<file path="src/rtl/rpta_pkg.sv">
// Shared types, constants and helpers for the RGB pixel tone adjust unit.
`timescale 1ns / 1ps
`default_nettype none

package rpta_pkg;

  localparam int FRAC_BITS    = 12;
  localparam int LUMA_BITS    = 16;
  localparam int LUMA_R       = 19595;
  localparam int LUMA_G       = 38470;
  localparam int LUMA_B       = 7471;
  localparam int CONTRAST_MID = 128;
  localparam int TEN_SCALE    = 10 << FRAC_BITS;
  // floor(v / 10) as (v * 3277) >> 15, exact for v below 16384
  localparam int DIV10_MUL    = 3277;
  localparam int DIV10_SHIFT  = 15;

  localparam int CFG_ADDR_W = 3;
  localparam int CFG_DATA_W = 16;

  typedef enum logic [CFG_ADDR_W-1:0] {
    CFG_STAGE_EN  = 3'd0,
    CFG_EXP_GAIN  = 3'd1,
    CFG_CON_GAIN  = 3'd2,
    CFG_SAT_GAIN  = 3'd3,
    CFG_TEMP_AMT  = 3'd4
  } cfg_idx_e;

  // stage enable bits
  localparam int EN_EXPOSURE = 0;
  localparam int EN_CONTRAST = 1;
  localparam int EN_SATURATE = 2;
  localparam int EN_TEMP     = 3;

  typedef struct packed {
    logic [3:0]         stage_en;
    logic [15:0]        exp_gain;
    logic [15:0]        con_gain;
    logic [13:0]        sat_gain;
    logic signed [13:0] temp_amt;
  } cfg_t;

  // ch[0] red, ch[1] green, ch[2] blue
  typedef struct packed {
    logic [2:0][7:0] ch;
    logic            last;
  } pix_t;

  // clamp an already scaled value to 0..255
  function automatic logic [7:0] sat_u8(input logic signed [47:0] v);
    logic [7:0] r;
    if (v < 0) begin
      r = 8'd0;
    end else if (v > 48'sd255) begin
      r = 8'd255;
    end else begin
      r = v[7:0];
    end
    return r;
  endfunction

endpackage

`default_nettype wire

</file>
<file path="src/rtl/rpta_gain_stage.sv">
// One registered gain stage: exposure (c*g) or contrast (128 + g*(c-128)).
`timescale 1ns / 1ps
`default_nettype none

module rpta_gain_stage import rpta_pkg::*; (
  input  wire logic        clk_i,
  input  wire logic        rst_ni,
  input  wire logic        contrast_i,
  input  wire logic        enable_i,
  input  wire logic [15:0] gain_i,
  input  wire logic        valid_i,
  input  wire pix_t        pix_i,
  output logic             valid_o,
  output pix_t             pix_o
);

  localparam logic signed [26:0] MID_Q = 27'(CONTRAST_MID) <<< FRAC_BITS;

  logic valid_q;
  pix_t pix_q, pix_d;

  always_comb begin
    logic signed [8:0]  diff;
    logic signed [25:0] prod;
    logic signed [26:0] sum;
    logic signed [26:0] sh;
    pix_d = pix_i;
    for (int i = 0; i < 3; i++) begin
      diff = $signed({1'b0, pix_i.ch[i]}) - (contrast_i ? 9'sd128 : 9'sd0);
      prod = diff * $signed({1'b0, gain_i});
      sum  = 27'(prod) + (contrast_i ? MID_Q : 27'sd0);
      sh   = sum >>> FRAC_BITS;
      if (enable_i) begin
        pix_d.ch[i] = sat_u8(48'(sh));
      end
    end
  end

  always_ff @(posedge clk_i or negedge rst_ni) begin
    if (!rst_ni) begin
      valid_q <= 1'b0;
    end else begin
      valid_q <= valid_i;
    end
  end

  always_ff @(posedge clk_i) begin
    pix_q <= pix_d;
  end

  assign valid_o = valid_q;
  assign pix_o   = pix_q;

endmodule

`default_nettype wire

</file>
<file path="config.mk">
export PLATFORM = sky130hd
export DESIGN_NAME = rpta_gain_stage
export DESIGN_NICKNAME = d
export VERILOG_FILES = /design/src/rtl/rpta_pkg.sv /design/src/rtl/rpta_gain_stage.sv
export SDC_FILE = /design/constraint.sdc
export NUM_CORES = 1
export LEC_CHECK = 0
export ABC_AREA = 1
export BUFFER_PORTS_ARGS = -buffer_cell sky130_fd_sc_hd__buf_4
export CORE_MARGIN = 2
export CORE_UTILIZATION = 40
export CTS_BUF_LIST = sky130_fd_sc_hd__clkbuf_4 sky130_fd_sc_hd__clkbuf_8
export DETAILED_ROUTE_END_ITERATION = 10
export PLACE_DENSITY_LB_ADDON = 0.08
export SYNTH_ARGS = -nofsm -noshare
export SYNTH_HDL_FRONTEND = slang
export SYNTH_SLANG_ARGS = --single-unit
</file>
<file path="constraint.sdc">
create_clock -name clk_i -period 0.8 [get_ports clk_i]
set_clock_uncertainty 0.05 [all_clocks]
set_input_delay 0 -clock clk_i [delete_from_list [all_inputs] [get_ports clk_i]]
set_output_delay 0 -clock clk_i [all_outputs]
set_load 0.02 [all_outputs]
</file>
==> run_results.csv <==
group,metric,value,unit
place,pre_cts_ws,-4369,ps
sta,rsz0062_at_grt,"yes",
cts,clock_sinks,26,
drt,ant_nets,0,
synth,syn_avg_cell_area,7.205,um^2
synth,syn_inst,2190,
sta,finalHoldViolCount,0,
synth,synth_edf_count,0,
floorplan,start_util,40.64,%
cells_and_area,diodes,0,
setup_path,path_class,"input pin to register",
drt,vias,14093,
setup_path,critPathArrivalTime,4720,ps
sta,setup_viol,50,
drt,drc,0,
pwr,p_leak,12.16,nW
global_routing,grt_pass1_vias,15277,
cts,clock-root-buffer,"clkbuf_8",
drt,wl_per_cell,15.40,um
sta,tightestPinTransition,383.6,ps
sta,slew_viol_final,0,
drt,dr_wl_met2,23.32,mm
floorplan,die_w,202.6,um
cts,cts_made_buffers,3,
synth,synthDistinctLibCells,39,
synth,synth-async-reset-ratio,3.846,%
pwr,power_density,3649,mW/mm^2
sta,fin_crit_sh,562.5,%
global_routing,grt_max_degree,20,
cells_and_area,multiInputGateArea,0.01360,mm^2
cells_and_area,n_fill_cell,3921,
synth,synth_area,0.01578,mm^2
synth,synth_top_area_cell,"fa_1",
drt,wl_met1,20.49,mm
synth,yosysMostFrequentCell,"nand2_1",
floorplan,dieArea,0.04105,mm^2
place,io_buffers,71,
synth,yosysSeqAreaShare,3.330,%
drt,dr.first_iter.drc_count,537,
floorplan,fp-row-count,72,
place,dpl_cell_area,0.01922,mm^2
drt,drt_first_pass_iters,5,
synth,netlist.area_leader.share,37.68,%
cts,cts_max_level,1,
drt,highest_layer,"met4",
cells_and_area,seq_area,555.5,um^2
place,hpwl,40.14,mm
floorplan,core,0.03883,mm^2
synth,synth_common_cells,"679 x nand2_1, 522 x inv_1, 297 x fa_1",
run_status,status,"finished, violations left",
global_routing,groute.usage.overall,23.75,%
synth,synth-seq-cells,26,
cts,path_clk_slew,150,ps
cells_and_area,area_growth,28.59,%
setup_path,end_kind,"register",
cells_and_area,nets,3031,
synth,synth_area_leaders,"fa_1 38%, nand2_1 16%, ha_1 16%, inv_1 12%, nor2_1 3.5%",
pwr,ir_worst_vdd,2.768,mV
sta,slew-limit-headroom,74.23,%
setup_path,worstPathRequired,1020,ps
worst_hold_path,hp-class,"input pin to register",
cells_and_area,drive_gt1_share,22.64,%
run,drv_cap,0,
sta,timing.hold.ws,18.75,ps
cts,clockBufferDepth,2,
run_status,violations,"negative setup slack",
drt,via_per_inst,4.684,
synth,synth.net_count,2729,
synth,yosys_warnings,0,
global_routing,antenna_found_initial,0,
synth,ys.flop_type,"dfxtp_1",
global_routing,grt_pass1_wl,77.62,mm
cells_and_area,stdcell_area,0.02029,mm^2
drt,met3_length,1.360,mm
sta,tns,-89550,ps
sta,setup_slack,-3700,ps
setup_path,cp_max_fo,8,
sta,maxClockFrequency,0.2222,GHz
floorplan,die_h,202.6,um
sta,period_needed,4500,ps
setup_path,start_kind,"input pin",
global_routing,grt-ovfl-total,0,
cts,cts_tree,"done",
pwr,power,74.04,mW
floorplan,ios,72,
drt,routed_wl,46.35,mm
place,place.gp.congestion,0.8806,
through the flow:
| step | cells | utilization, % |
|---|---|---|
| floorplan | 2190 | - |
| global placement | 2978 | 49.51 |
| detailed placement | 2978 | 49.51 |
| CTS | 3004 | 51.50 |
| global route | 3009 | 52.26 |
| finish | 3009 | 52.26 |
cell usage in the layout, fill, tap and decap left out, types with 3 or more instances in the layout:
master and n:
nand2_1 642, inv_1 504, buf_4 314, fa_1 295
ha_1 171, nor2_1 119, a21oi_1 43, nand3_1 39
buf_6 39, nand2_2 38, nor2_2 26, dfxtp_2 24
buf_12 23, ha_4 22, nand4_1 18, xor2_1 16
a21oi_2 14, inv_2 14, dlygate4sd3_1 13, o21bai_1 12
o21ai_0 11, xnor2_1 11, a21o_1 7, o21ai_1 6
a21oi_4 6, nor3_2 6, nand2_4 5, nor3_1 5
inv_4 5, nand3b_1 4, ha_2 3, clkbuf_8 3
buf_8 3
area by class of cell:
cell class                 instances  area share (%)
clock buffer                       3          0.2035
timing repair buffer             392           16.92
clock inverter                     1          0.1480
inverter                         524           9.756
tap                              518           3.194
multi-input combinational       1545           67.04
sequential                        26           2.738
state kept, by name, summed over array words and instances, names as in the netlist:
name and count:
valid_o 1, pix_o 25
critical path, stage by stage:
cell      delay, ps
buf_12          120
ha_4            260
inv_4            70
nand2_2          50
fa_1            500
fa_1            520
inv_2            40
fa_1            480
fa_1            530
inv_2            40
fa_1            480
inv_2            50
ha_4            250
nand2_4          80
buf_6           100
o21bai_1         60
nand2_1          90
nand2_2          70
nand2_4          80
nand3_2          90
a21oi_2         200
xor2_2          210
and2_4          230
nand2_1          70
nand2_1          50
cells by family (layout without fill, tap and decap cells):
| family | count (synthesis) | in the layout | share of synthesized area [%] |
|---|---|---|---|
| adder cells (fa/ha/maj) | 493 | 493 | 53.22 |
| buffers and inverters | 619 | 920 | 14.79 |
| XOR/XNOR | 28 | 28 | 1.554 |
| flip-flops | 26 | 26 | 3.330 |
| AO/OA/AOI/OAI | 109 | 109 | 4.171 |
| AND/OR/NAND/NOR | 915 | 915 | 22.93 |
layer usage:
layer	GRT usage (%)	up-vias
li1	-	6992
met1	30.45	6800
met2	43.26	238
met3	2.055	63
met4	5.553	0
met5	0	-
where the power goes:
part / leakage [nW] / internal (mW) / switching [mW]
clock: 0.0357 / 0.677 / 0.707
sequential: 0.223 / 2.01 / 0.306
combinational: 11.9 / 33.8 / 36.5
timing repair:
action,in CTS,in global routing
setup buffers,9,5
hold buffers,13,0
setup endpoints to repair,50,50
pin swaps,68,51
hold endpoints to repair,12,0
resized for setup,143,70
final timing paths:
check	start	endpoint	cells after the start
setup / recovery	contrast_i	pix_o[19]	25
hold / removal	pix_i[1]	pix_o[1]	4
max in group asynchronous	rst_ni	valid_o	3
min in group asynchronous	rst_ni	valid_o	3
Power figures use the tool's default switching activity.
