`src/rtl/rpta_pkg.sv`:
```
// Shared types, constants and helpers for the RGB pixel tone adjust unit.
`timescale 1ns / 1ps
`default_nettype none

package rpta_pkg;

  localparam int FRAC_BITS    = 12;
  localparam int LUMA_BITS    = 16;
  localparam int LUMA_R       = 19595;
  localparam int LUMA_G       = 38470;
  localparam int LUMA_B       = 7471;
  localparam int CONTRAST_MID = 128;
  localparam int TEN_SCALE    = 10 << FRAC_BITS;
  // floor(v / 10) as (v * 3277) >> 15, exact for v below 16384
  localparam int DIV10_MUL    = 3277;
  localparam int DIV10_SHIFT  = 15;

  localparam int CFG_ADDR_W = 3;
  localparam int CFG_DATA_W = 16;

  typedef enum logic [CFG_ADDR_W-1:0] {
    CFG_STAGE_EN  = 3'd0,
    CFG_EXP_GAIN  = 3'd1,
    CFG_CON_GAIN  = 3'd2,
    CFG_SAT_GAIN  = 3'd3,
    CFG_TEMP_AMT  = 3'd4
  } cfg_idx_e;

  // stage enable bits
  localparam int EN_EXPOSURE = 0;
  localparam int EN_CONTRAST = 1;
  localparam int EN_SATURATE = 2;
  localparam int EN_TEMP     = 3;

  typedef struct packed {
    logic [3:0]         stage_en;
    logic [15:0]        exp_gain;
    logic [15:0]        con_gain;
    logic [13:0]        sat_gain;
    logic signed [13:0] temp_amt;
  } cfg_t;

  // ch[0] red, ch[1] green, ch[2] blue
  typedef struct packed {
    logic [2:0][7:0] ch;
    logic            last;
  } pix_t;

  // clamp an already scaled value to 0..255
  function automatic logic [7:0] sat_u8(input logic signed [47:0] v);
    logic [7:0] r;
    if (v < 0) begin
      r = 8'd0;
    end else if (v > 48'sd255) begin
      r = 8'd255;
    end else begin
      r = v[7:0];
    end
    return r;
  endfunction

endpackage

`default_nettype wire

```
`src/rtl/rpta_sat_stage.sv`:
```
// Saturation: luma in the first register stage, blend toward luma in the second.
`timescale 1ns / 1ps
`default_nettype none

module rpta_sat_stage import rpta_pkg::*; (
  input  wire logic        clk_i,
  input  wire logic        rst_ni,
  input  wire logic        enable_i,
  input  wire logic [13:0] gain_i,
  input  wire logic        valid_i,
  input  wire pix_t        pix_i,
  output logic             valid_o,
  output pix_t             pix_o
);

  logic        valid_a_q, valid_b_q;
  pix_t        pix_a_q, pix_b_q, pix_b_d;
  logic [23:0] luma_q, luma_d;

  assign luma_d = 24'(LUMA_R) * 24'(pix_i.ch[0])
                + 24'(LUMA_G) * 24'(pix_i.ch[1])
                + 24'(LUMA_B) * 24'(pix_i.ch[2]);

  always_comb begin
    logic signed [24:0] diff;
    logic signed [39:0] prod;
    logic signed [40:0] sum;
    logic signed [40:0] sh;
    pix_b_d = pix_a_q;
    for (int i = 0; i < 3; i++) begin
      diff = $signed({1'b0, pix_a_q.ch[i], 16'b0}) - $signed({1'b0, luma_q});
      prod = diff * $signed({1'b0, gain_i});
      sum  = 41'(prod) + $signed(41'(luma_q) << FRAC_BITS);
      sh   = sum >>> (FRAC_BITS + LUMA_BITS);
      if (enable_i) begin
        pix_b_d.ch[i] = sat_u8(48'(sh));
      end
    end
  end

  always_ff @(posedge clk_i or negedge rst_ni) begin
    if (!rst_ni) begin
      valid_a_q <= 1'b0;
      valid_b_q <= 1'b0;
    end else begin
      valid_a_q <= valid_i;
      valid_b_q <= valid_a_q;
    end
  end

  always_ff @(posedge clk_i) begin
    pix_a_q <= pix_i;
    luma_q  <= luma_d;
    pix_b_q <= pix_b_d;
  end

  assign valid_o = valid_b_q;
  assign pix_o   = pix_b_q;

endmodule

`default_nettype wire

```
`config.mk`:
```
export PLATFORM = sky130hd
export DESIGN_NAME = rpta_sat_stage
export DESIGN_NICKNAME = d
export VERILOG_FILES = /design/src/rtl/rpta_pkg.sv /design/src/rtl/rpta_sat_stage.sv
export SDC_FILE = /design/constraint.sdc
export NUM_CORES = 2
export LEC_CHECK = 0
export ABC_AREA = 1
export BUFFER_PORTS_ARGS = -buffer_cell sky130_fd_sc_hd__clkbuf_2
export CAP_MARGIN = 10
export CORE_MARGIN = 2
export CORE_UTILIZATION = 36
export CTS_CLUSTER_SIZE = 14
export DETAILED_ROUTE_END_ITERATION = 16
export GPL_ROUTABILITY_DRIVEN = 0
export PLACE_DENSITY = 0.52
export SYNTH_ARGS = -nofsm -noshare
export SYNTH_HDL_FRONTEND = slang
export SYNTH_SLANG_ARGS = --single-unit
```
`constraint.sdc`:
```
create_clock -name clk_i -period 8.1 [get_ports clk_i]
set_clock_uncertainty 0.2 [all_clocks]
set_input_delay 0.81 -clock clk_i [delete_from_list [all_inputs] [get_ports clk_i]]
set_output_delay 0.81 -clock clk_i [all_outputs]
set_load 0.01 [all_outputs]
```
==> reports/metrics.json <==
{
  "floorplan": {
    "full_die_area_sq_um": 110000,
    "placementRows": 120,
    "core-area_sq_um": 107000,
    "die_w_microns": 332,
    "chipHeight_microns": 332,
    "design.portCount": 69,
    "floorplan.initialDensity_pct": 36.3
  },
  "critical_path": {
    "worst-r2r-cell-count": 36,
    "timing.critical_path.from_type": "flop",
    "worst-endpoint-arrival_ns": 7.93,
    "rr_endpoint": "pix_o[6]",
    "cpMaxStageDelayCell": "fa_2",
    "timing.setup.critical_path_class": "flop to flop",
    "endpoint_kind": "flop",
    "slowest_delay_ns": 0.57,
    "critPathRequiredTime_ns": 8.20,
    "setup.reg_to_reg.worst_slack_ns": 0.27,
    "maximum_fanout_encountered_on_the_critical_timing_path": 8,
    "worst_r2r_startpoint": "luma_q[19]"
  },
  "clock_tree": {
    "clock_tree_from_tritoncts": "done",
    "h-tree-depth": 3,
    "holdBufCountCts": 0,
    "numClockSinks": 76,
    "cts.path.max_buffers": 2,
    "clockRootBuffer": "clkbuf_16",
    "clkSlewWorstSetupHoldPaths_ns": 0.07,
    "numCtsBuffers": 9,
    "clk_latency_ns": 0.37
  },
  "drt": {
    "remaining_drc_errors": 0,
    "avgRoutedWirePerCell_microns": 20.7,
    "vias_per_cell": 4.86,
    "detail_route.first_pass.iterations": 6,
    "dr_total_vias": 31455,
    "detail_route.iter0.violations": 2321,
    "antenna_left": 0,
    "total_routed_wirelength_mm": 134
  },
  "logic_synthesis": {
    "syn_nets": 6112,
    "netlist-cell-type-count": 53,
    "synth-warning-count": 0,
    "ys_seq_elements": 76,
    "postSynthCellCount": 4798,
    "ys.flop_type": "dfxtp_1",
    "ys_seq_area_share_pct": 3.95,
    "synth-async-reset-ratio_pct": 2.63,
    "syn-mean-instance-area_sq_um": 8.08,
    "count_of_flip_flops_with_a_built_in_enable_after_synthesis": 0,
    "synth.cell_area_sq_um": 38800
  },
  "finish": {
    "final-instance-count-excl-fill": 6475,
    "nFillCells": 11164,
    "drive_above_1_share_pct": 11.3,
    "antenna_cells_inserted": 0,
    "synthToLayoutAreaGrowth_pct": 13.0,
    "nets_final": 6381
  },
  "sta": {
    "worst-slew-pin-transition_ns": 0.830,
    "finalHoldViolations": 0,
    "max-slew-margin-rel_pct": 44.3,
    "timing.final.crit_share_pct": 96.6,
    "finalSetupViolCount": 0,
    "final.min_clock_period_ns": 7.83,
    "clock.fmax_ghz": 0.128,
    "slew_viol_final": 0
  },
  "run": {
    "max_cap_viol_count": 0
  },
  "grt": {
    "total_gr_overflow": 0,
    "grt.met3_usage_pct": 2.36,
    "gr-max-usage-layer": "met2",
    "first_global_vias": 32684,
    "groute.usage.overall_pct": 24.6,
    "antenna_found_initial": 0,
    "grt_util_met1_pct": 33.9,
    "grt_first_pass_wirelength_mm": 204,
    "globalRouteMet2Util_pct": 39.4,
    "grt_start_max_net_pins": 38
  },
  "placement": {
    "hpwl_mm": 119,
    "number_of_buffer_cells_added_on_primary_ports": 68,
    "dp.cells": 6432
  },
  "hold_path": {
    "worst_hold_path_type": "input pin to async pin"
  },
  "status": {
    "run_status": "finished, final reports clean"
  }
}
worst max-delay path by stage:
stage | depth (start not counted) | from | slack, ns | endpoint
2_1_floorplan | 35 | luma_q[19] | 0.37 | pix_o[10]
3_3_place_gp | 34 | luma_q[7] | 0.04 | pix_o[7]
3_5_place_dp | 39 | luma_q[17] | -0.1 | pix_o[6]
4_1_cts | 34 | luma_q[17] | 0.02 | pix_o[6]
5_1_grt | 37 | luma_q[19] | -0.04 | pix_o[6]
6_report | 36 | luma_q[19] | 0.27 | pix_o[6]
critical path, delay by kind of cell, from the launching register on:
kind	cells	cell delay, ns
adders and majority gates	8	3.70
buffers and inverters	11	0.95
DFF	1	0.34
and+or+nand+nor	14	1.81
AOI/OAI and AO/OA	2	0.61
xor gates and xnor gates	1	0.13
state kept, by name, indices dropped and copies added, names as in the netlist:
register / cells
luma_q: 24
pix_a_q: 25
pix_o: 25
valid_a_q: 1
valid_o: 1
cell usage in the layout, fill, tap and decap left out, types with 9 or more instances in the layout:
cell type / n
buf_4: 241
xnor2_1: 35
nor2_1: 387
o21bai_1: 14
nand2_2: 28
buf_12: 12
nor2_2: 47
or2_2: 11
nand3_1: 92
inv_2: 21
fa_1: 901
clkbuf_2: 68
nor3_1: 24
nand2_1: 855
a21oi_1: 154
xor2_1: 49
clkbuf_16: 9
ha_4: 14
o21ai_0: 62
nand4_1: 32
o21ai_1: 10
ha_1: 341
nor2_4: 11
a21o_1: 10
a21oi_2: 14
dfxtp_1: 68
inv_1: 1418
Yosys cell counts, types with 11 or more instances:
library cell	n	area, sq um
inv_1	1439	5400
fa_1	908	18200
nand2_1	880	3300
nor2_1	429	1610
ha_1	363	4540
a21oi_1	169	846
nand3_1	93	465
dfxtp_1	74	1480
o21ai_0	68	340
clkbuf_1	65	244
xor2_1	50	438
xnor2_1	37	324
nand4_1	32	200
nor3_1	29	145
nor2_2	15	93.8
o21bai_1	14	105
or2_2	12	75.1
inv_2	11	41.3
logic make-up (layout without fill, tap and decap cells):
group                      Yosys count  after routing  share of synthesized area [%]
and+or+nand+nor                   1530           1530                           16.1
DFF                                 76             76                           3.95
adders and majority gates         1271           1271                           58.6
buffers and inverters             1531           1805                           14.8
xor gates and xnor gates            91             91                           2.22
AOI/OAI and AO/OA                  299            299                           4.35
per-stage QoR:
stage	TNS [ns]	setup WS, ns	util [%]	hold WS, ns	cell area [sq um]
finish	0	0.274	41.0	0.0203	43800
detailed placement	-0.690	-0.0997	39.7	0.115	42500
global route	-0.173	-0.0362	41.0	0.0113	43800
floorplan	0	0.369	-	0.110	38800
global placement	0	0.0404	39.7	0.111	42500
CTS	0	0.0189	40.1	0.00607	42800
layer usage:
metal | up-vias | share of wire, %
li1 | 14386 | -
met1 | 15837 | 43
met2 | 1029 | 45
met3 | 203 | 5.9
met4 | 0 | 5.7
met5 | - | 0
final cells by class:
class | count | area, sq um | area share [%]
repair buffers | 326 | 2450 | 5.58
multi-input cells | 3191 | 32200 | 73.4
clock inverters | 6 | 119 | 0.271
inverters | 1461 | 5530 | 12.6
flip-flops and latches | 76 | 1540 | 3.51
repair inverters | 2 | 15.0 | 0.0343
clock buffers | 10 | 239 | 0.545
well taps | 1403 | 1760 | 4.01
repair_timing:
item                                    4_1_cts  5_1_grt
resized for setup                             2      204
cloned                                        0        2
buffers inserted                              0       25
endpoints found under the setup margin        8       24
pin swaps                                     0       40
Power is not shown: default switching activity piles up to over one toggle a cycle in this logic, so the estimate is an artifact.
