<file path="config.mk">
export PLATFORM = sky130hd
export DESIGN_NAME = rpta_cfg_regs
export DESIGN_NICKNAME = d
export VERILOG_FILES = /design/src/rtl/rpta_pkg.sv /design/src/rtl/rpta_cfg_regs.sv
export SDC_FILE = /design/constraint.sdc
export NUM_CORES = 1
export LEC_CHECK = 0
export BUFFER_PORTS_ARGS = -buffer_cell sky130_fd_sc_hd__buf_2
export CORE_UTILIZATION = 50
export CTS_CLUSTER_DIAMETER = 60
export DETAILED_ROUTE_END_ITERATION = 6
export GPL_TIMING_DRIVEN = 1
export PLACE_DENSITY = 0.82
export SLEW_MARGIN = 10
export SYNTH_ARGS = -nofsm -noshare
export SYNTH_HDL_FRONTEND = slang
export SYNTH_SLANG_ARGS = --single-unit
</file>
<file path="constraint.sdc">
create_clock -name clk_i -period 1.9 [get_ports clk_i]
set_input_delay 0.38 -clock clk_i [delete_from_list [all_inputs] [get_ports clk_i]]
set_output_delay 0.38 -clock clk_i [all_outputs]
set_load 0.01 [all_outputs]
</file>
<file path="src/rtl/rpta_pkg.sv">
// Shared types, constants and helpers for the RGB pixel tone adjust unit.
`timescale 1ns / 1ps
`default_nettype none

package rpta_pkg;

  localparam int FRAC_BITS    = 12;
  localparam int LUMA_BITS    = 16;
  localparam int LUMA_R       = 19595;
  localparam int LUMA_G       = 38470;
  localparam int LUMA_B       = 7471;
  localparam int CONTRAST_MID = 128;
  localparam int TEN_SCALE    = 10 << FRAC_BITS;
  // floor(v / 10) as (v * 3277) >> 15, exact for v below 16384
  localparam int DIV10_MUL    = 3277;
  localparam int DIV10_SHIFT  = 15;

  localparam int CFG_ADDR_W = 3;
  localparam int CFG_DATA_W = 16;

  typedef enum logic [CFG_ADDR_W-1:0] {
    CFG_STAGE_EN  = 3'd0,
    CFG_EXP_GAIN  = 3'd1,
    CFG_CON_GAIN  = 3'd2,
    CFG_SAT_GAIN  = 3'd3,
    CFG_TEMP_AMT  = 3'd4
  } cfg_idx_e;

  // stage enable bits
  localparam int EN_EXPOSURE = 0;
  localparam int EN_CONTRAST = 1;
  localparam int EN_SATURATE = 2;
  localparam int EN_TEMP     = 3;

  typedef struct packed {
    logic [3:0]         stage_en;
    logic [15:0]        exp_gain;
    logic [15:0]        con_gain;
    logic [13:0]        sat_gain;
    logic signed [13:0] temp_amt;
  } cfg_t;

  // ch[0] red, ch[1] green, ch[2] blue
  typedef struct packed {
    logic [2:0][7:0] ch;
    logic            last;
  } pix_t;

  // clamp an already scaled value to 0..255
  function automatic logic [7:0] sat_u8(input logic signed [47:0] v);
    logic [7:0] r;
    if (v < 0) begin
      r = 8'd0;
    end else if (v > 48'sd255) begin
      r = 8'd255;
    end else begin
      r = v[7:0];
    end
    return r;
  endfunction

endpackage

`default_nettype wire

</file>
<file path="src/rtl/rpta_cfg_regs.sv">
// Configuration register file of the tone adjust unit.
`timescale 1ns / 1ps
`default_nettype none

module rpta_cfg_regs import rpta_pkg::*; (
  input  wire logic                  clk_i,
  input  wire logic                  rst_ni,
  input  wire logic                  cfg_we_i,
  input  wire logic [CFG_ADDR_W-1:0] cfg_addr_i,
  input  wire logic [CFG_DATA_W-1:0] cfg_wdata_i,
  output cfg_t                       cfg_o
);

  cfg_t cfg_q, cfg_d;

  always_comb begin
    cfg_d = cfg_q;
    if (cfg_we_i) begin
      unique case (cfg_idx_e'(cfg_addr_i))
        CFG_STAGE_EN: cfg_d.stage_en = cfg_wdata_i[3:0];
        CFG_EXP_GAIN: cfg_d.exp_gain = cfg_wdata_i;
        CFG_CON_GAIN: cfg_d.con_gain = cfg_wdata_i;
        CFG_SAT_GAIN: cfg_d.sat_gain = cfg_wdata_i[13:0];
        CFG_TEMP_AMT: cfg_d.temp_amt = $signed(cfg_wdata_i[13:0]);
        default:      cfg_d = cfg_q;
      endcase
    end
  end

  always_ff @(posedge clk_i or negedge rst_ni) begin
    if (!rst_ni) begin
      cfg_q.stage_en <= '0;
      cfg_q.exp_gain <= 16'(1 << FRAC_BITS);
      cfg_q.con_gain <= 16'(1 << FRAC_BITS);
      cfg_q.sat_gain <= 14'(1 << FRAC_BITS);
      cfg_q.temp_amt <= '0;
    end else begin
      cfg_q <= cfg_d;
    end
  end

  assign cfg_o = cfg_q;

endmodule

`default_nettype wire

</file>
==> results of run 1 <==
-- cell type report --
class                      count  area [um^2]
multi-input combinational     69          807
clock buffer                  10          138
tap                           54         67.6
sequential                    64         1610
clock inverter                 4         22.5
fill                         341         1560
timing repair buffer          91          495
-- placed cells by master (no fill, tap or decap) --
cell and n:
buf_2 85, mux2_2 64, dfrtp_1 61, clkbuf_8 10, buf_4 4, dfstp_2 3
clkinv_2 3, nor4bb_4 2, buf_12 2, and4bb_2 1, nand4b_1 1, nor4b_2 1
clkinvlp_4 1
-- worst max path at each step --
stage,start,endpoint
after floorplan,cfg_addr_i[0],cfg_o[33]
after global placement,cfg_addr_i[0],cfg_o[5]
after detailed placement,cfg_addr_i[0],cfg_o[12]
after CTS,cfg_o[40],cfg_o[40]
after global routing,cfg_o[40],cfg_o[40]
final,cfg_o[40],cfg_o[40]
-- synthesized netlist by cell type --
library cell,number
and4bb_2,1
buf_2,4
buf_4,1
buf_6,2
dfrtp_1,61
dfstp_2,3
mux2_2,64
nand4b_1,1
nor4b_2,1
nor4bb_1,2
-- logic make-up after synthesis --
family	Yosys count	share of synthesized area (%)
buffers and inverters	7	2.06
flip-flops	64	66.0
multiplexers	64	29.6
AND/OR/NAND/NOR	5	2.31
-- power groups by stage --
stage	clock network, uW	logic [uW]	registers [uW]
detailed placement	0	867	1840
CTS	983	868	1820
finish	951	855	1810
global route	1030	928	1860
global placement	0	847	1830
floorplan	0	287	1990
-- routing by layer --
layer / part of all wire, % / vias up / routed length [um]
li1: - / 694 / -
met1: 50 / 750 / 2300
met2: 42 / 66 / 1930
met3: 6.7 / 4 / 307
met4: 0.59 / 0 / 27
met5: 0 / - / 0
-- through the flow --
stage,worst slack (ns),cell area [um^2]
finish,0.545,3140
global route,0.510,3140
CTS,0.526,3140
detailed placement,0.323,2980
global placement,0.347,2980
floorplan,0.489,2430
==> metrics.txt, run 1 <==
status=finished, final reports clean; DRT antenna net count=0; crit path kind=flop to output pin; worst slew pin tran=about 0.48 ns; worst vdd ir=0.606 mV; Psw=1010 uW; die area=5150 um^2; global-route met3 utilization=roughly 6.5%; clock root buffer=clkbuf_8; final hold violation count=0; setup_tns=0 ns; busiest layer in global routing=met1; post-synth top area cell=dfrtp_1; max incr delay on CP=0.53 ns; total internal power=roughly 2600 uW; TritonCTS clock tree=done; Starting Density=51.8%; RSZ-0062 raised after global routing=false; DR vias/cell=5.18; R2R depth=1; CP arrival=roughly 1 ns; Nets=257; PortBufs=85; Max H-tree Level=3; final core utilization=66.8%; Layout area overhead=28.9%; CP bufs+invs=1; critical path startpoint category=flop; synth unique cells=10; Seq pwr share=50.1%; clk slew on worst S/H paths=0.07 ns; #FFs+latches synth=64; WL per Instance=15.6 um; non-filler instance count after layout=292; CORE AREA=4690 um^2; Worst Setup End Kind=output pin; syn_nets=162; stages on the worst setup path=1; CTS Buf Count=9; top post-synthesis cells by area=dfrtp_1 63%, mux2_2 30%, dfstp_2 3.2%, buf_6 0.93%, buf_2 0.82%; Clock Power Share=26.3%; Residual DRC=0; relative slew slack=67.9%; layout cell share with drive strength beyond 1=approximately 74%; Die Height=around 72 um; Vias=1,514; fin crit period=approximately 1.4 ns; met2 usage=27.3%; vias in the first global route=between 1.5k and 2k; total power=3620 uW; largest net degree at the start of global routing=65; Initial DRT Pass Iterations=6; worst path required time=approximately 1.5 ns; Hold WC Path Type=primary input to async pin; cells after synthesis=140; Cell Pwr Density=roughly 1200 nW/um^2; CTS Hold Bufs=0; post-DP HPWL=3.07 mm; reg2reg setup slack=1.13 ns; placed cells=~280; Yosys top cell area share=62.8%; Finish-stage setup viols=0; initial antenna violation count=0; Die X=a little over 70 um; # Post-CTS Setup Buffers=0; post-cts resize count=0; critical path's top delay family=flip-flops; leakage power figure=0.00152 uW; final hold slack=0.0575 ns; Switching Fraction=27.8%; worst skew pair latency=0.32 ns; Placer Congestion=between 0.7 and 0.8; Starting DRT DRC Count=75; CTS sink cnt=64; crit path max-delay cell type=dfstp_2; first-pass GRT wire length=7.45 mm; Seq/Total Area, Yosys=66.0%; Gate power share=a little under a quarter; Rows=25; Slew Limit Fails=0; largest fanout on the critical path=2; Clock Skew=0 ns; Max clock buf depth=2; Ys Warns=0; grt total ovfl=0; Mapped Area=roughly 2400 um^2; I/O pin count=86; CP cell instances=buf_2; R2R Path End=cfg_o[63]; Mean Syn Cell Area=17.4 um^2; flip-flop count of the largest register after layout=64; antenna cells=0; fmax=738 MHz; worst reg2reg startpoint=cfg_o[63]; Tcrit/Tclk final=71.3%; Tot GR Track Use=19.5%; Total Wirelength=4.57 mm; max-cap violations=0; M1 GR Usage=27.7%
Note: power is estimated with default switching activity, not from simulation.
==> inputs of run 2 (changes only) <==
--- a/config.mk
+++ b/config.mk
@@ -6,11 +6,11 @@
 export NUM_CORES = 1
 export LEC_CHECK = 0
 export BUFFER_PORTS_ARGS = -buffer_cell sky130_fd_sc_hd__buf_2
-export CORE_UTILIZATION = 50
+export CORE_UTILIZATION = 49
 export CTS_CLUSTER_DIAMETER = 60
 export DETAILED_ROUTE_END_ITERATION = 6
 export GPL_TIMING_DRIVEN = 1
-export PLACE_DENSITY = 0.82
+export PLACE_DENSITY = 0.81
 export SLEW_MARGIN = 10
 export SYNTH_ARGS = -nofsm -noshare
 export SYNTH_HDL_FRONTEND = slang
==> constraint.sdc (replaced) <==
create_clock -name clk_i -period 1.4 [get_ports clk_i]
set_input_delay 0.28 -clock clk_i [delete_from_list [all_inputs] [get_ports clk_i]]
set_output_delay 0.28 -clock clk_i [all_outputs]
set_load 0.01 [all_outputs]
==> run 2 against run 1 <==
Wire length grew 6.8%. First-iteration DRC count fell by 40%. Die area increased by 2.0%. Clock skew unchanged. Flip-flop and latch count stayed put. Global-route usage up 1.5 points. Worst setup slack got worse by 0.42 ns.
==> metrics.txt, run 2 (same netlist as run 1, synthesis figures left out) <==
Placer Congestion=0.742; Total Wirelength=4.88 mm; critical path startpoint category=flop; Reg area=1610 um^2; Residual DRC=0; Gate power share=22.5%; clock root buffer=clkbuf_8; Die Height=72.5 um; TritonCTS clock tree=done; worst skew pair latency=approximately 0.33 ns; leakage power figure=between 0.0015 and 0.002 uW; Rows=25; initial antenna violation count=0; CTS Hold Bufs=1; largest fanout on the critical path=2; max-cap violations=0; Tcrit/Tclk final=90.9%; status=finished, final reports clean; CP bufs+invs=1; max incr delay on CP=0.53 ns; Place WS=-0.0918 ns; DR vias/cell=5.01; final core utilization=68.3%; PortBufs=85; Post-Layout Inst Area=3250 um^2; commonest non-fill, non-tap cells in the layout=85 x buf_2, 64 x mux2_2, 61 x dfrtp_1; layout cell share with drive strength beyond 1=around three quarters; CTS Buf Count=9; worst slew pin tran=~0.44 ns; RSZ-0062 raised after global routing=false; Max clock buf depth=2; CP cell instances=buf_2; Tot GR Track Use=21.1%; total internal power=3850 uW; Cell Pwr Density=1620 nW/um^2; crit path kind=flop to output pin; Starting DRT DRC Count=45; CTS sink cnt=64; Nets=262; post-DP HPWL=3.48 mm; fin crit period=1.27 ns; post-cts resize count=0; CORE AREA=4750 um^2; crit path max-delay cell type=dfstp_2; grt total ovfl=0; Finish-stage setup viols=0; Clock Power Share=a little under a third; Psw=~1400 uW; Seq pwr share=46.8%; I/O pin count=86; final hold violation count=0; Switching Fraction=26.8%; # fillers=345; vias in the first global route=1,541; commonest non-fill, non-tap cell in the layout=buf_2; setup_tns=0 ns; Multi-input gate area=807 um^2; relative slew slack=70.9%; Starting Density=51.2%; Die X=72.5 um; worst path required time=between 1 and 1.5 ns; flip-flop count of the largest register after layout=64; Vias=1,558; fmax=786 MHz; die area=5250 um^2; DRT antenna net count=0; Layout area overhead=33.6%; CP arrival=0.99 ns; Placed Area=3030 um^2; largest net degree at the start of global routing=28; # Post-CTS Setup Buffers=0; Worst Slack Setup Final=0.127 ns; clk slew on worst S/H paths=0.07 ns; critical path's top delay family=flip-flops; Hold WC Path Type=primary input to flop; Worst Setup End Kind=output pin; Max H-tree Level=3; WL per Instance=15.7 um; antenna cells=0; Slew Limit Fails=0; worst vdd ir=1.00 mV; Clock Skew=0 ns; first-pass GRT wire length=7.82 mm; Initial DRT Pass Iterations=4
[run 2: area by class of cell]
type                            count  area share [%]
Sequential cell                    64            49.4
Tap cell                           67            2.58
Timing Repair Buffer               96            16.9
Multi-Input combinational cell     69            24.8
Clock buffer                       12            5.08
Clock inverter                      3            1.23
[run 2: worst paths after layout]
| check | end | slack, ns | depth (start not counted) | from |
|---|---|---|---|---|
| worst min-delay path | cfg_o[58] | 0.19 | 2 | cfg_wdata_i[14] |
| worst max register to register | cfg_o[48] | 0.62 | 1 | cfg_o[48] |
| max in group asynchronous | cfg_o[56] | 0.44 | 3 | rst_ni |
| min in group asynchronous | cfg_o[46] | 0.41 | 2 | rst_ni |
| worst max-delay path | cfg_o[40] | 0.13 | 1 | cfg_o[40] |
| worst min register to register | cfg_o[14] | 0.50 | 1 | cfg_o[14] |
[run 2: stage by stage]
stage               cells  power [uW]  hold WS (ns)
global route          311        5540         0.178
floorplan             140        3080       -0.0156
global placement      295        3640         0.241
CTS                   311        5310         0.178
detailed placement    295        3700         0.239
finish                311        5260         0.189
[run 2: metal layers]
layer | track usage, % | share of wire [%]
met4 | 10.2 | 2.3
met5 | 0 | 0
met3 | 9.44 | 8.6
met1 | 27.1 | 45
met2 | 30.4 | 44
[run 2: power groups by stage]
stage,Combinational (uW),Sequential (uW),Clock (uW)
floorplan,389,2690,0
finish,1180,2460,1610
global placement,1160,2480,0
global route,1290,2520,1730
CTS,1200,2470,1640
detailed placement,1200,2500,0
==> inputs of run 3 (changes only) <==
==> constraint.sdc (replaced) <==
create_clock -name clk_i -period 1.4 [get_ports clk_i]
set_input_delay 0.35 -clock clk_i [delete_from_list [all_inputs] [get_ports clk_i]]
set_output_delay 0.35 -clock clk_i [all_outputs]
set_load 0.01 [all_outputs]
==> run 3 against run 2 <==
Flip-flop and latch count unchanged. Worst setup slack lost 0.077 ns. Cell count is the same. Maximum frequency shrank 5.7%. Wire length rose by 2.3%. First-iteration DRC count fell by 11%. Critical path type unchanged.
==> metrics.txt, run 3 (same netlist as run 1, synthesis figures left out) <==
Slew Limit Fails=0; post-cts resize count=0; max-cap violations=0; Tcrit/Tclk final=96.4%; I/O pin count=86; first-pass GRT wire length=roughly 7.8 mm; relative slew slack=a little over two thirds; final hold violation count=0; clock root buffer=clkbuf_8; Place WS=-0.167 ns; grt total ovfl=0; Tot GR Track Use=21.0%; Rows=25; min-delay src=cfg_wdata_i[14]; DRT antenna net count=0; Total Wirelength=approximately 5 mm; fmax=approximately 740 MHz; worst vdd ir=0.937 mV; largest fanout on the critical path=2; Max H-tree Level=3; worst path required time=between 1 and 1.5 ns; Worst Slack Setup Final=0.0502 ns; R2R Path End=cfg_o[20]; Post-Layout Inst Area=3220 um^2; crit path kind=flop to output pin; TritonCTS clock tree=done; Vias=1,548; Die Height=72.5 um; hold path depth=2; CTS Hold Bufs=1; flip-flop count of the largest register after layout=64; PortBufs=85; Placed Area=3030 um^2; DR vias/cell=4.98; RSZ-0062 raised after global routing=false; final core utilization=between 60 and 70%; CP cell instances=buf_2; # Post-CTS Setup Buffers=0; Cell Pwr Density=1580 nW/um^2; worst slew pin tran=0.441 ns; die area=5250 um^2; initial antenna violation count=0; antenna cells=0; vias in the first global route=between 1.5k and 2k; worst reg2reg startpoint=cfg_o[20]; Die X=around 72 um; crit path max-delay cell type=dfstp_2; Hold WC Path Type=primary input to flop; clk slew on worst S/H paths=0.07 ns; layout cell share with drive strength beyond 1=roughly 73%; # fillers=363; CTS Buf Count=9; CTS sink cnt=64; critical path startpoint category=flop; commonest non-fill, non-tap cells in the layout=85 x buf_2, 64 x mux2_2, 61 x dfrtp_1; hold endpoint=cfg_o[42]; CP bufs+invs=1; fin crit period=approximately 1.3 ns; Clock Skew=0 ns; post-DP HPWL=3.55 mm; Finish-stage setup viols=0; Starting DRT DRC Count=40; Max clock buf depth=2; R2R depth=1; max incr delay on CP=0.54 ns; Layout area overhead=32.4%; commonest non-fill, non-tap cell in the layout=buf_2; leakage power figure=0.00155 uW; Residual DRC=0; CP arrival=1.00 ns; Starting Density=51.2%; Worst Setup End Kind=output pin; Placer Congestion=0.745; CORE AREA=4750 um^2; Initial DRT Pass Iterations=4; critical path's top delay family=flip-flops; worst skew pair latency=0.33 ns; Nets=262; WL per Instance=16.1 um; reg2reg setup slack=0.63 ns; largest net degree at the start of global routing=28; status=finished, final reports clean
## run 3: changes by cell type in the layout (fill, tap and decap cells not counted), sizes merged
cell	change
bufinv	-1
clkbuf	+3
clkinv	-2
## run 3: power by group
part / leakage [uW] / internal (uW) / switching (uW)
Sequential: 0.000764 / 2270 / 197
Combinational: 0.000701 / 628 / 561
Clock: 0.0000898 / 782 / 640
## run 3: worst max-delay path by stage
stage | from | endpoint | cells after the start
6_report | cfg_o[40] | cfg_o[40] | 1
5_1_grt | cfg_o[40] | cfg_o[40] | 1
4_1_cts | cfg_o[40] | cfg_o[40] | 1
3_5_place_dp | cfg_addr_i[0] | cfg_o[35] | 4
3_3_place_gp | cfg_addr_i[0] | cfg_o[5] | 4
2_1_floorplan | cfg_addr_i[0] | cfg_o[33] | 4
## run 3: per-stage QoR
| stage | hold WS, ns | TNS [ns] | power, uW | instances |
|---|---|---|---|---|
| floorplan | 0.0544 | 0 | 3080 | 140 |
| global placement | 0.311 | -3.89 | 3640 | 295 |
| detailed placement | 0.310 | -5.23 | 3700 | 295 |
| CTS | 0.248 | 0 | 5130 | 311 |
| global route | 0.258 | 0 | 5340 | 311 |
| finish | 0.255 | 0 | 5080 | 311 |
## run 3: routing by layer
metal	vias to the layer above	track usage, %	part of all wire [%]
met2	63	32.7	47
met3	5	8.47	7.2
li1	702	-	-
met1	778	26.6	44
met5	-	0	0
met4	0	7.84	1.1
## run 3: final cells by class
class                           instances  area (um^2)  area share (%)
Multi-Input combinational cell         69          807            25.1
Tap cell                               67         83.8            2.60
Clock buffer                           15          176            5.48
Sequential cell                        64         1610            49.8
Timing Repair Buffer                   96          548            17.0
